$ cat config.mk
export PLATFORM = sky130hd
export DESIGN_NAME = rational_arithmetic_unit_flat
export DESIGN_NICKNAME = d
export VERILOG_FILES = /design/src/rau_pkg.sv /design/src/rau_if.sv /design/src/rau_front.sv /design/src/rau_queue.sv /design/src/rau_back.sv /design/src/rational_arithmetic_unit.sv /design/src/flat_wrapper.sv
export SDC_FILE = /design/constraint.sdc
export NUM_CORES = 2
export LEC_CHECK = 0
export BUFFER_PORTS_ARGS = -buffer_cell sky130_fd_sc_hd__buf_2
export CAP_MARGIN = 20
export CORE_MARGIN = 2
export CORE_UTILIZATION = 46
export DETAILED_ROUTE_END_ITERATION = 10
export SLEW_MARGIN = 20
export SYNTH_ARGS = -nofsm -noshare
export SYNTH_HDL_FRONTEND = slang
export SYNTH_SLANG_ARGS = --single-unit
$ cat constraint.sdc
create_clock -name clk_i -period 13.1 [get_ports clk_i]
set_input_delay 1.31 -clock clk_i [delete_from_list [all_inputs] [get_ports clk_i]]
set_output_delay 1.31 -clock clk_i [all_outputs]
set_load 0.05 [all_outputs]
$ cat src/rau_pkg.sv
`default_nettype none
package rau_pkg;
  localparam int unsigned OperandBits = 16;
  localparam int unsigned ResNumBits  = 32;
  localparam int unsigned ResDenBits  = 30;
  localparam int unsigned QueueDepth  = 2;

  typedef enum logic [1:0] {
    OpAdd = 2'd0,
    OpSub = 2'd1,
    OpMul = 2'd2,
    OpDiv = 2'd3
  } op_e;
endpackage
`default_nettype wire

$ cat src/rau_if.sv
`default_nettype none
interface rau_in_if #(parameter int unsigned OPERAND_BITS = rau_pkg::OperandBits);
  logic                      valid;
  logic                      ready;
  logic [1:0]                opcode;
  logic signed [OPERAND_BITS-1:0] a_num;
  logic [OPERAND_BITS-2:0]   a_den;
  logic signed [OPERAND_BITS-1:0] b_num;
  logic [OPERAND_BITS-2:0]   b_den;
  modport source (output valid, opcode, a_num, a_den, b_num, b_den, input ready);
  modport sink   (input valid, opcode, a_num, a_den, b_num, b_den, output ready);
endinterface

interface rau_out_if;
  logic                                     valid;
  logic                                     ready;
  logic signed [rau_pkg::ResNumBits-1:0]    res_num;
  logic [rau_pkg::ResDenBits-1:0]           res_den;
  logic                                     div_zero;
  modport source (output valid, res_num, res_den, div_zero, input ready);
  modport sink   (input valid, res_num, res_den, div_zero, output ready);
endinterface
`default_nettype wire

$ cat src/rau_front.sv
`default_nettype none
// Form raw numerator/denominator (one product per cycle) and push to queue.
module rau_front #(
  parameter int unsigned OPERAND_BITS = rau_pkg::OperandBits,
  localparam int unsigned PW = 2*OPERAND_BITS + 1
) (
  input  wire logic                 clk_i,
  input  wire logic                 rst_ni,
  rau_in_if.sink                    in_i,
  output logic                      push_o,
  output logic signed [PW:0]        num_o,
  output logic signed [PW:0]        den_o,
  input  wire logic                 full_i
);
  typedef enum logic [2:0] {Idle, P0, P1, P2, Push} st_e;
  st_e st_q;
  logic [1:0] op_q;
  logic signed [OPERAND_BITS-1:0] an_q, bn_q;
  logic signed [OPERAND_BITS:0] ad_q, bd_q;
  logic signed [PW:0] t_q, num_q, den_q;
  logic signed [OPERAND_BITS:0] ma, mb;
  logic signed [2*OPERAND_BITS+1:0] prod;

  assign in_i.ready = (st_q == Idle);
  assign push_o = (st_q == Push) && !full_i;
  assign num_o = num_q;
  assign den_o = den_q;

  always_comb begin
    ma = {an_q[OPERAND_BITS-1], an_q};
    mb = bd_q;
    case (st_q)
      P0: begin ma = {an_q[OPERAND_BITS-1], an_q}; mb = (op_q == rau_pkg::OpMul) ?
            {bn_q[OPERAND_BITS-1], bn_q} : bd_q; end
      P1: begin ma = {bn_q[OPERAND_BITS-1], bn_q}; mb = ad_q; end
      P2: begin ma = ad_q; mb = (op_q == rau_pkg::OpDiv) ?
            {bn_q[OPERAND_BITS-1], bn_q} : bd_q; end
      default: ;
    endcase
    prod = ma * mb;
  end

  always_ff @(posedge clk_i or negedge rst_ni) begin
    if (!rst_ni) begin
      st_q <= Idle;
    end else begin
      case (st_q)
        Idle: if (in_i.valid) st_q <= P0;
        P0: st_q <= P1;
        P1: st_q <= P2;
        P2: st_q <= Push;
        Push: if (!full_i) st_q <= Idle;
        default: st_q <= Idle;
      endcase
    end
  end

  always_ff @(posedge clk_i) begin
    case (st_q)
      Idle: begin
        op_q <= in_i.opcode;
        an_q <= in_i.a_num;
        bn_q <= in_i.b_num;
        ad_q <= {2'b00, in_i.a_den};
        bd_q <= {2'b00, in_i.b_den};
      end
      P0: t_q <= prod[PW:0];
      P1: begin
        case (op_q)
          rau_pkg::OpAdd: num_q <= t_q + prod[PW:0];
          rau_pkg::OpSub: num_q <= t_q - prod[PW:0];
          default:        num_q <= t_q;
        endcase
      end
      P2: den_q <= prod[PW:0];
      default: ;
    endcase
  end
endmodule
`default_nettype wire

$ cat src/rau_queue.sv
`default_nettype none
// Two-entry queue between front and back.
module rau_queue #(
  parameter int unsigned W = 8,
  parameter int unsigned DEPTH = rau_pkg::QueueDepth
) (
  input  wire logic          clk_i,
  input  wire logic          rst_ni,
  input  wire logic          push_i,
  input  wire logic [W-1:0]  data_i,
  output logic               full_o,
  input  wire logic          pop_i,
  output logic               empty_o,
  output logic [W-1:0]       data_o
);
  localparam int unsigned AW = (DEPTH > 1) ? $clog2(DEPTH) : 1;
  logic [W-1:0] mem_q [DEPTH];
  logic [AW-1:0] wp_q, rp_q;
  logic [AW:0] cnt_q;

  assign full_o  = (cnt_q == (AW+1)'(DEPTH));
  assign empty_o = (cnt_q == '0);
  assign data_o  = mem_q[rp_q];

  always_ff @(posedge clk_i or negedge rst_ni) begin
    if (!rst_ni) begin
      wp_q <= '0; rp_q <= '0; cnt_q <= '0;
    end else begin
      if (push_i) wp_q <= (wp_q == AW'(DEPTH-1)) ? '0 : wp_q + 1'b1;
      if (pop_i)  rp_q <= (rp_q == AW'(DEPTH-1)) ? '0 : rp_q + 1'b1;
      cnt_q <= cnt_q + (AW+1)'(push_i) - (AW+1)'(pop_i);
    end
  end

  always_ff @(posedge clk_i) begin
    if (push_i) mem_q[wp_q] <= data_i;
  end
endmodule
`default_nettype wire

$ cat src/rau_back.sv
`default_nettype none
// Normalise sign, binary GCD, then two restoring divisions by the GCD.
module rau_back #(
  parameter int unsigned OPERAND_BITS = rau_pkg::OperandBits,
  localparam int unsigned PW = 2*OPERAND_BITS + 1
) (
  input  wire logic           clk_i,
  input  wire logic           rst_ni,
  input  wire logic           empty_i,
  input  wire logic [2*PW+1:0] data_i,
  output logic                pop_o,
  rau_out_if.source           out_o
);
  localparam int unsigned MW = PW;
  localparam int unsigned SW = $clog2(MW+1);
  typedef enum logic [2:0] {Idle, Gcd, Shl, DivN, DivD, Out} st_e;
  st_e st_q;
  logic signed [PW:0] rn, rd;
  logic [MW-1:0] x_q, y_q, nm_q, dm_q, g_q, rem_q, quo_q, qn_q;
  logic [SW-1:0] k_q, cnt_q;
  logic neg_q;
  logic [MW:0] trial;
  logic [MW-1:0] remsh;

  assign rn = data_i[2*PW+1:PW+1];
  assign rd = data_i[PW:0];
  assign pop_o = (st_q == Idle) && !empty_i;
  assign out_o.valid = (st_q == Out);
  assign remsh = {rem_q[MW-2:0], quo_q[MW-1]};
  assign trial = {1'b0, remsh} - {1'b0, g_q};

  always_ff @(posedge clk_i or negedge rst_ni) begin
    if (!rst_ni) begin
      st_q <= Idle;
    end else begin
      case (st_q)
        Idle: if (!empty_i) begin
          if (rd == '0 || rn == '0) st_q <= Out;
          else st_q <= Gcd;
        end
        Gcd: if (x_q == y_q) st_q <= Shl;
        Shl: st_q <= DivN;
        DivN: if (cnt_q == SW'(MW-1)) st_q <= DivD;
        DivD: if (cnt_q == SW'(MW-1)) st_q <= Out;
        Out: if (out_o.ready) st_q <= Idle;
        default: st_q <= Idle;
      endcase
    end
  end

  always_ff @(posedge clk_i) begin
    case (st_q)
      Idle: begin
        neg_q <= rn[PW] ^ rd[PW];
        nm_q  <= rn[PW] ? MW'(-rn) : MW'(rn);
        dm_q  <= rd[PW] ? MW'(-rd) : MW'(rd);
        x_q   <= rn[PW] ? MW'(-rn) : MW'(rn);
        y_q   <= rd[PW] ? MW'(-rd) : MW'(rd);
        k_q   <= '0;
        out_o.res_num <= '0;
        out_o.res_den <= rau_pkg::ResDenBits'(1);
        out_o.div_zero <= (rd == '0);
      end
      Gcd: begin
        // Binary GCD step: strip shared twos, then odd/even reduction.
        if (x_q != y_q) begin
          if (!x_q[0] && !y_q[0]) begin
            x_q <= x_q >> 1; y_q <= y_q >> 1; k_q <= k_q + 1'b1;
          end else if (!x_q[0]) x_q <= x_q >> 1;
          else if (!y_q[0]) y_q <= y_q >> 1;
          else if (x_q > y_q) x_q <= (x_q - y_q) >> 1;
          else y_q <= (y_q - x_q) >> 1;
        end
      end
      Shl: begin
        g_q <= x_q << k_q;
        rem_q <= '0; quo_q <= nm_q; cnt_q <= '0;
      end
      DivN, DivD: begin
        if (cnt_q == SW'(MW-1)) begin
          cnt_q <= '0; rem_q <= '0;
          if (st_q == DivN) begin
            qn_q <= trial[MW] ? {quo_q[MW-2:0], 1'b0} : {quo_q[MW-2:0], 1'b1};
            quo_q <= dm_q;
          end else begin
            out_o.res_num <= neg_q ? -rau_pkg::ResNumBits'(qn_q)
                                   : rau_pkg::ResNumBits'(qn_q);
            out_o.res_den <= trial[MW] ? rau_pkg::ResDenBits'({quo_q[MW-2:0], 1'b0})
                                       : rau_pkg::ResDenBits'({quo_q[MW-2:0], 1'b1});
            out_o.div_zero <= 1'b0;
          end
        end else begin
          cnt_q <= cnt_q + 1'b1;
          if (!trial[MW]) begin
            rem_q <= trial[MW-1:0]; quo_q <= {quo_q[MW-2:0], 1'b1};
          end else begin
            rem_q <= remsh; quo_q <= {quo_q[MW-2:0], 1'b0};
          end
        end
      end
      default: ;
    endcase
  end

`ifndef SYNTHESIS
  a_out_den: assert property (@(posedge clk_i) disable iff (!rst_ni)
    out_o.valid |-> out_o.res_den != '0) else $error("zero denominator");
  a_dz: assert property (@(posedge clk_i) disable iff (!rst_ni)
    out_o.valid && out_o.div_zero |-> out_o.res_num == '0) else $error("div zero num");
  a_gcd: assert property (@(posedge clk_i) disable iff (!rst_ni)
    st_q == Gcd |-> x_q != '0 && y_q != '0) else $error("gcd operand zero");
`endif
endmodule
`default_nettype wire

$ cat src/rational_arithmetic_unit.sv
`default_nettype none
// Rational arithmetic unit: add, subtract, multiply, divide of two rationals.
// Flow: the front end forms the raw fraction, then the back end runs binary GCD
// steps and restoring division steps.
// Throughput: one item per back-end pass; the GCD and divider loop sets it.
// Reset: rst_ni asynchronous active low clears control state and the queue.
module rational_arithmetic_unit #(
  parameter int unsigned OPERAND_BITS = rau_pkg::OperandBits
) (
  input  wire logic clk_i,
  input  wire logic rst_ni,
  rau_in_if.sink    in_i,
  rau_out_if.source out_o
);
  localparam int unsigned PW = 2*OPERAND_BITS + 1;
  logic push, full, pop, empty;
  logic signed [PW:0] num, den;
  logic [2*PW+1:0] qdata;

  // Front: accept item, form raw fraction.
  rau_front #(.OPERAND_BITS(OPERAND_BITS)) u_front (
    .clk_i, .rst_ni, .in_i, .push_o(push), .num_o(num), .den_o(den), .full_i(full));

  // Hold raw fractions so front and back stall independently.
  rau_queue #(.W(2*PW+2)) u_queue (
    .clk_i, .rst_ni, .push_i(push), .data_i({num, den}), .full_o(full),
    .pop_i(pop), .empty_o(empty), .data_o(qdata));

  // Back: reduce and deliver.
  rau_back #(.OPERAND_BITS(OPERAND_BITS)) u_back (
    .clk_i, .rst_ni, .empty_i(empty), .data_i(qdata), .pop_o(pop), .out_o);
endmodule
`default_nettype wire
$ cat src/flat_wrapper.sv
// flat-port wrapper written by rule: the top's interface ports become plain ports
module rational_arithmetic_unit_flat 
#(
  parameter int unsigned OPERAND_BITS = rau_pkg::OperandBits
)
  (clk_i, rst_ni, in_i_valid, in_i_opcode, in_i_a_num, in_i_a_den, in_i_b_num, in_i_b_den, in_i_ready, out_o_valid, out_o_res_num, out_o_res_den, out_o_div_zero, out_o_ready);
  rau_in_if #(.OPERAND_BITS(OPERAND_BITS)) in_i_i ();
  rau_out_if out_o_i ();
  input  wire logic clk_i;
  input  wire logic rst_ni;
  input wire logic [$bits(in_i_i.valid)-1:0] in_i_valid;
  input wire logic [$bits(in_i_i.opcode)-1:0] in_i_opcode;
  input wire logic [$bits(in_i_i.a_num)-1:0] in_i_a_num;
  input wire logic [$bits(in_i_i.a_den)-1:0] in_i_a_den;
  input wire logic [$bits(in_i_i.b_num)-1:0] in_i_b_num;
  input wire logic [$bits(in_i_i.b_den)-1:0] in_i_b_den;
  output wire logic [$bits(in_i_i.ready)-1:0] in_i_ready;
  output wire logic [$bits(out_o_i.valid)-1:0] out_o_valid;
  output wire logic [$bits(out_o_i.res_num)-1:0] out_o_res_num;
  output wire logic [$bits(out_o_i.res_den)-1:0] out_o_res_den;
  output wire logic [$bits(out_o_i.div_zero)-1:0] out_o_div_zero;
  input wire logic [$bits(out_o_i.ready)-1:0] out_o_ready;
  assign in_i_i.valid = in_i_valid;
  assign in_i_i.opcode = in_i_opcode;
  assign in_i_i.a_num = in_i_a_num;
  assign in_i_i.a_den = in_i_a_den;
  assign in_i_i.b_num = in_i_b_num;
  assign in_i_i.b_den = in_i_b_den;
  assign in_i_ready = in_i_i.ready;
  assign out_o_valid = out_o_i.valid;
  assign out_o_res_num = out_o_i.res_num;
  assign out_o_res_den = out_o_i.res_den;
  assign out_o_div_zero = out_o_i.div_zero;
  assign out_o_i.ready = out_o_ready;
  rational_arithmetic_unit #(.OPERAND_BITS(OPERAND_BITS)) u_core (.clk_i(clk_i), .rst_ni(rst_ni), .in_i(in_i_i), .out_o(out_o_i));
endmodule
==> flow_summary.toml <==
[routing]
detailedRoute.firstIterationViolations = 2332
dr_drc_count = 0
drt.antenna.violating_nets = 0
routed_wire_per_std_cell_um = 19.8
finalWirelength_um = 119000
post_drt_via_cell_ratio = 5.49
drtPass1Iterations = 5
vias = 33000

[place]
preCtsSetupSlack_ps = 1610
place_area_mm2 = 0.0490
placement.io_buffers = 132
place.gp.congestion = 0.949
final_hpwl_dp_um = 92100

[final_layout]
finalInstanceArea_mm2 = 0.0514
antennaDiodeCount = 0
finalNetCount = 5175
area.growth.synth_to_final_pct = 9.51
post_route_cells_drive_above_1_share = 0.0857

[floorplan]
floorplan.initialDensity = 0.462
design.core.area_mm2 = 0.101
die_w_um = 323
ios = 133
floorplan.die.height_um = 323
placement_rows = 117
dieArea_mm2 = 0.105

[setup_path]
critPathKind = "flop to flop"
critical_path.startpoint = "u_core.u_front.st_q[1]"
crit_path_max_fanout = 16
end_kind = "flop"
cp_slowest_stage_delay_ps = 670
start_kind = "flop"
r2r-start = "u_core.u_front.st_q[1]"
cp_slowest_cell = "sky130_fd_sc_hd__nor2_1"
timing.critical_path.required_ps = 13460
crit_arrival_ps = 12050

[global_route]
first_global_vias = 33000
grt.total_usage = 0.232
grt_pass1_wl_um = 189000
grtUsageMet1 = 0.305
grt_overflow = 0
largest_net_degree_at_the_start_of_global_routing = 99
gr_met3_demand_resource = 0.0339
most_used_routing_layer = "met2"
number_of_antenna_violations_at_the_first_check_in_global_routing = 1
grt_util_met2 = 0.390

[synthesis]
yosys-top-cells-count = "sky130_fd_sc_hd__edfxtp_1, sky130_fd_sc_hd__nor2_1, sky130_fd_sc_hd__inv_1, sky130_fd_sc_hd__nand2_1, sky130_fd_sc_hd__fa_1"
ys_top_cells_by_area = "sky130_fd_sc_hd__edfxtp_1, sky130_fd_sc_hd__fa_1, sky130_fd_sc_hd__ha_1, sky130_fd_sc_hd__nor2_1, sky130_fd_sc_hd__inv_1"
synth.ff_latch_count = 650
post_synth_inst_count = 4532
synthAdderAreaFrac = 0.185
synth_simple_gate_area_share = 0.126
muxShareOfSynthArea = 0.0448
synth_fp_nets = 5118
postSynthAreaPerCell_um2 = 10.4
yosysMostFrequentCell = "sky130_fd_sc_hd__edfxtp_1"
complex_gate_fraction_of_the_synthesized_area = 0.116
synth-edff-count = 640
synth_top_family_by_area = "adder cells"
synth_async_sr_flop_share = 0.0154
synth.largest_area_cell = "sky130_fd_sc_hd__edfxtp_1"
synth_warnings = 0
syn_area_mm2 = 0.0469
sequential_fraction_of_the_synthesis_area = 0.415
post_synth_top_area_share = 0.410
yosysUniqueCellTypes = 93
post_synth_xor_area_fraction = 0.0528
most_frequently_used_flop_master_after_synthesis = "sky130_fd_sc_hd__edfxtp_1"

[outcome]
run_status = "finished clean"

[clock_network]
cts_post_setup_buffers_inserted = 0
worstSkewPairLatency_ps = 670
cts_root_buf = "sky130_fd_sc_hd__clkbuf_16"
postCtsHoldBufs = 0
clock_sinks = 650
resized_after_cts = 0
cts_buffer_depth = 3
tritoncts = "built"
htreeDepth = 3
cts.clk_slew.worst_paths_ps = 60
numCtsBuffers = 76

[sta]
slew_headroom = 0.310
final.setup.worst_slack_ps = 1410
finalSetupViolCount = 0
setup_total_negative_slack_ps = 0
final.period_utilization = 0.892
fin_crit_ps = 11690
grt_setup_unrepaired = "no"
finClkSkew_ps = 58.6
final_max_slew_viol_count = 0
max_slew.worst_pin.slew_ps = 1030
fmax_mhz = 85.6
finalHoldViolations = 0

[job]
maxCapViolations = 0

[hold_path]
min_from = "u_core.u_front.num_o[17]"
min_path_type = "flop to flop"
kinds of logic (layout without fill, tap and decap cells):
family                     count (synthesis)  count (layout)
DFF                                      650             650
adders and majority gates                518             518
muxes                                    175             175
and+or+nand+nor                         1323            1323
xor gates and xnor gates                 281             281
buffers and inverters                    757             870
AOI/OAI and AO/OA                        828             828
layout make-up:
| class | count | area [um^2] |
|---|---|---|
| well taps | 1368 | 1710 |
| fillers | 9220 | 50100 |
| repair buffers | 186 | 1090 |
| inverters | 550 | 2060 |
| clock inverters | 45 | 378 |
| multi-input cells | 3125 | 24700 |
| flip-flops and latches | 650 | 19500 |
| clock buffers | 89 | 1970 |
metal layers:
| layer | wire length, um | vias up |
|---|---|---|
| li1 | - | 15700 |
| met1 | 52600 | 16300 |
| met2 | 56700 | 823 |
| met3 | 5570 | 208 |
| met4 | 4290 | 0 |
| met5 | 0 | - |
through the flow:
step,utilization,cells,hold slack (ps)
after floorplan,-,4532,421
after global placement,0.483,5877,424
after detailed placement,0.483,5877,430
after CTS,0.506,6011,417
after global routing,0.506,6013,434
final,0.506,6013,420
critical path: cells and delay by family, from the launching register on:
family,cells,cell delay [ps]
AO/OA/AOI/OAI,11,2950
XOR/XNOR,3,540
adder cells (fa/ha/maj),8,3490
buffers and inverters,6,540
flip-flops,1,660
AND/OR/NAND/NOR,13,3180
state kept, by name (all words and copies together), names as in the netlist, 33 cells and up:
name	count
u_core.u_back.dm_q	33
u_core.u_back.g_q	33
u_core.u_front.den_o	34
u_core.u_back.nm_q	33
u_core.u_front.num_o	34
u_core.u_queue.mem_q	136
u_core.u_back.quo_q	33
u_core.u_back.y_q	33
u_core.u_back.x_q	33
u_core.u_front.t_q	34
placed cells by master (no fill, tap or decap), drive strengths merged, types with 50 or more instances in the layout:
master,netlist,routed
edfxtp,640,640
nor2,582,582
inv,548,552
nand2,354,354
fa,290,290
ha,228,228
a21oi,224,224
buf,44,186
o21ai,176,176
xnor2,162,162
mux2i,130,130
xor2,118,118
clkbuf,163,89
a21o,83,83
nand2b,67,67
a221oi,61,61
a31oi,59,59
nor3,54,54
and2,52,52
nand3,50,50
worst paths after layout:
check	to	slack, ps	cells after the start
setup / recovery	u_core.u_front.num_o[33]	1410	41
hold / removal	u_core.u_queue.mem_q[0][51]	420	0
setup reg to reg	u_core.u_front.num_o[33]	1410	41
hold reg to reg	u_core.u_queue.mem_q[0][51]	420	0
max in group asynchronous	u_core.u_queue.rp_q	12160	1
min in group asynchronous	u_core.u_front.st_q[1]	590	1
Power is not shown: default switching activity piles up to over one toggle a cycle in this logic, so the estimate is an artifact.
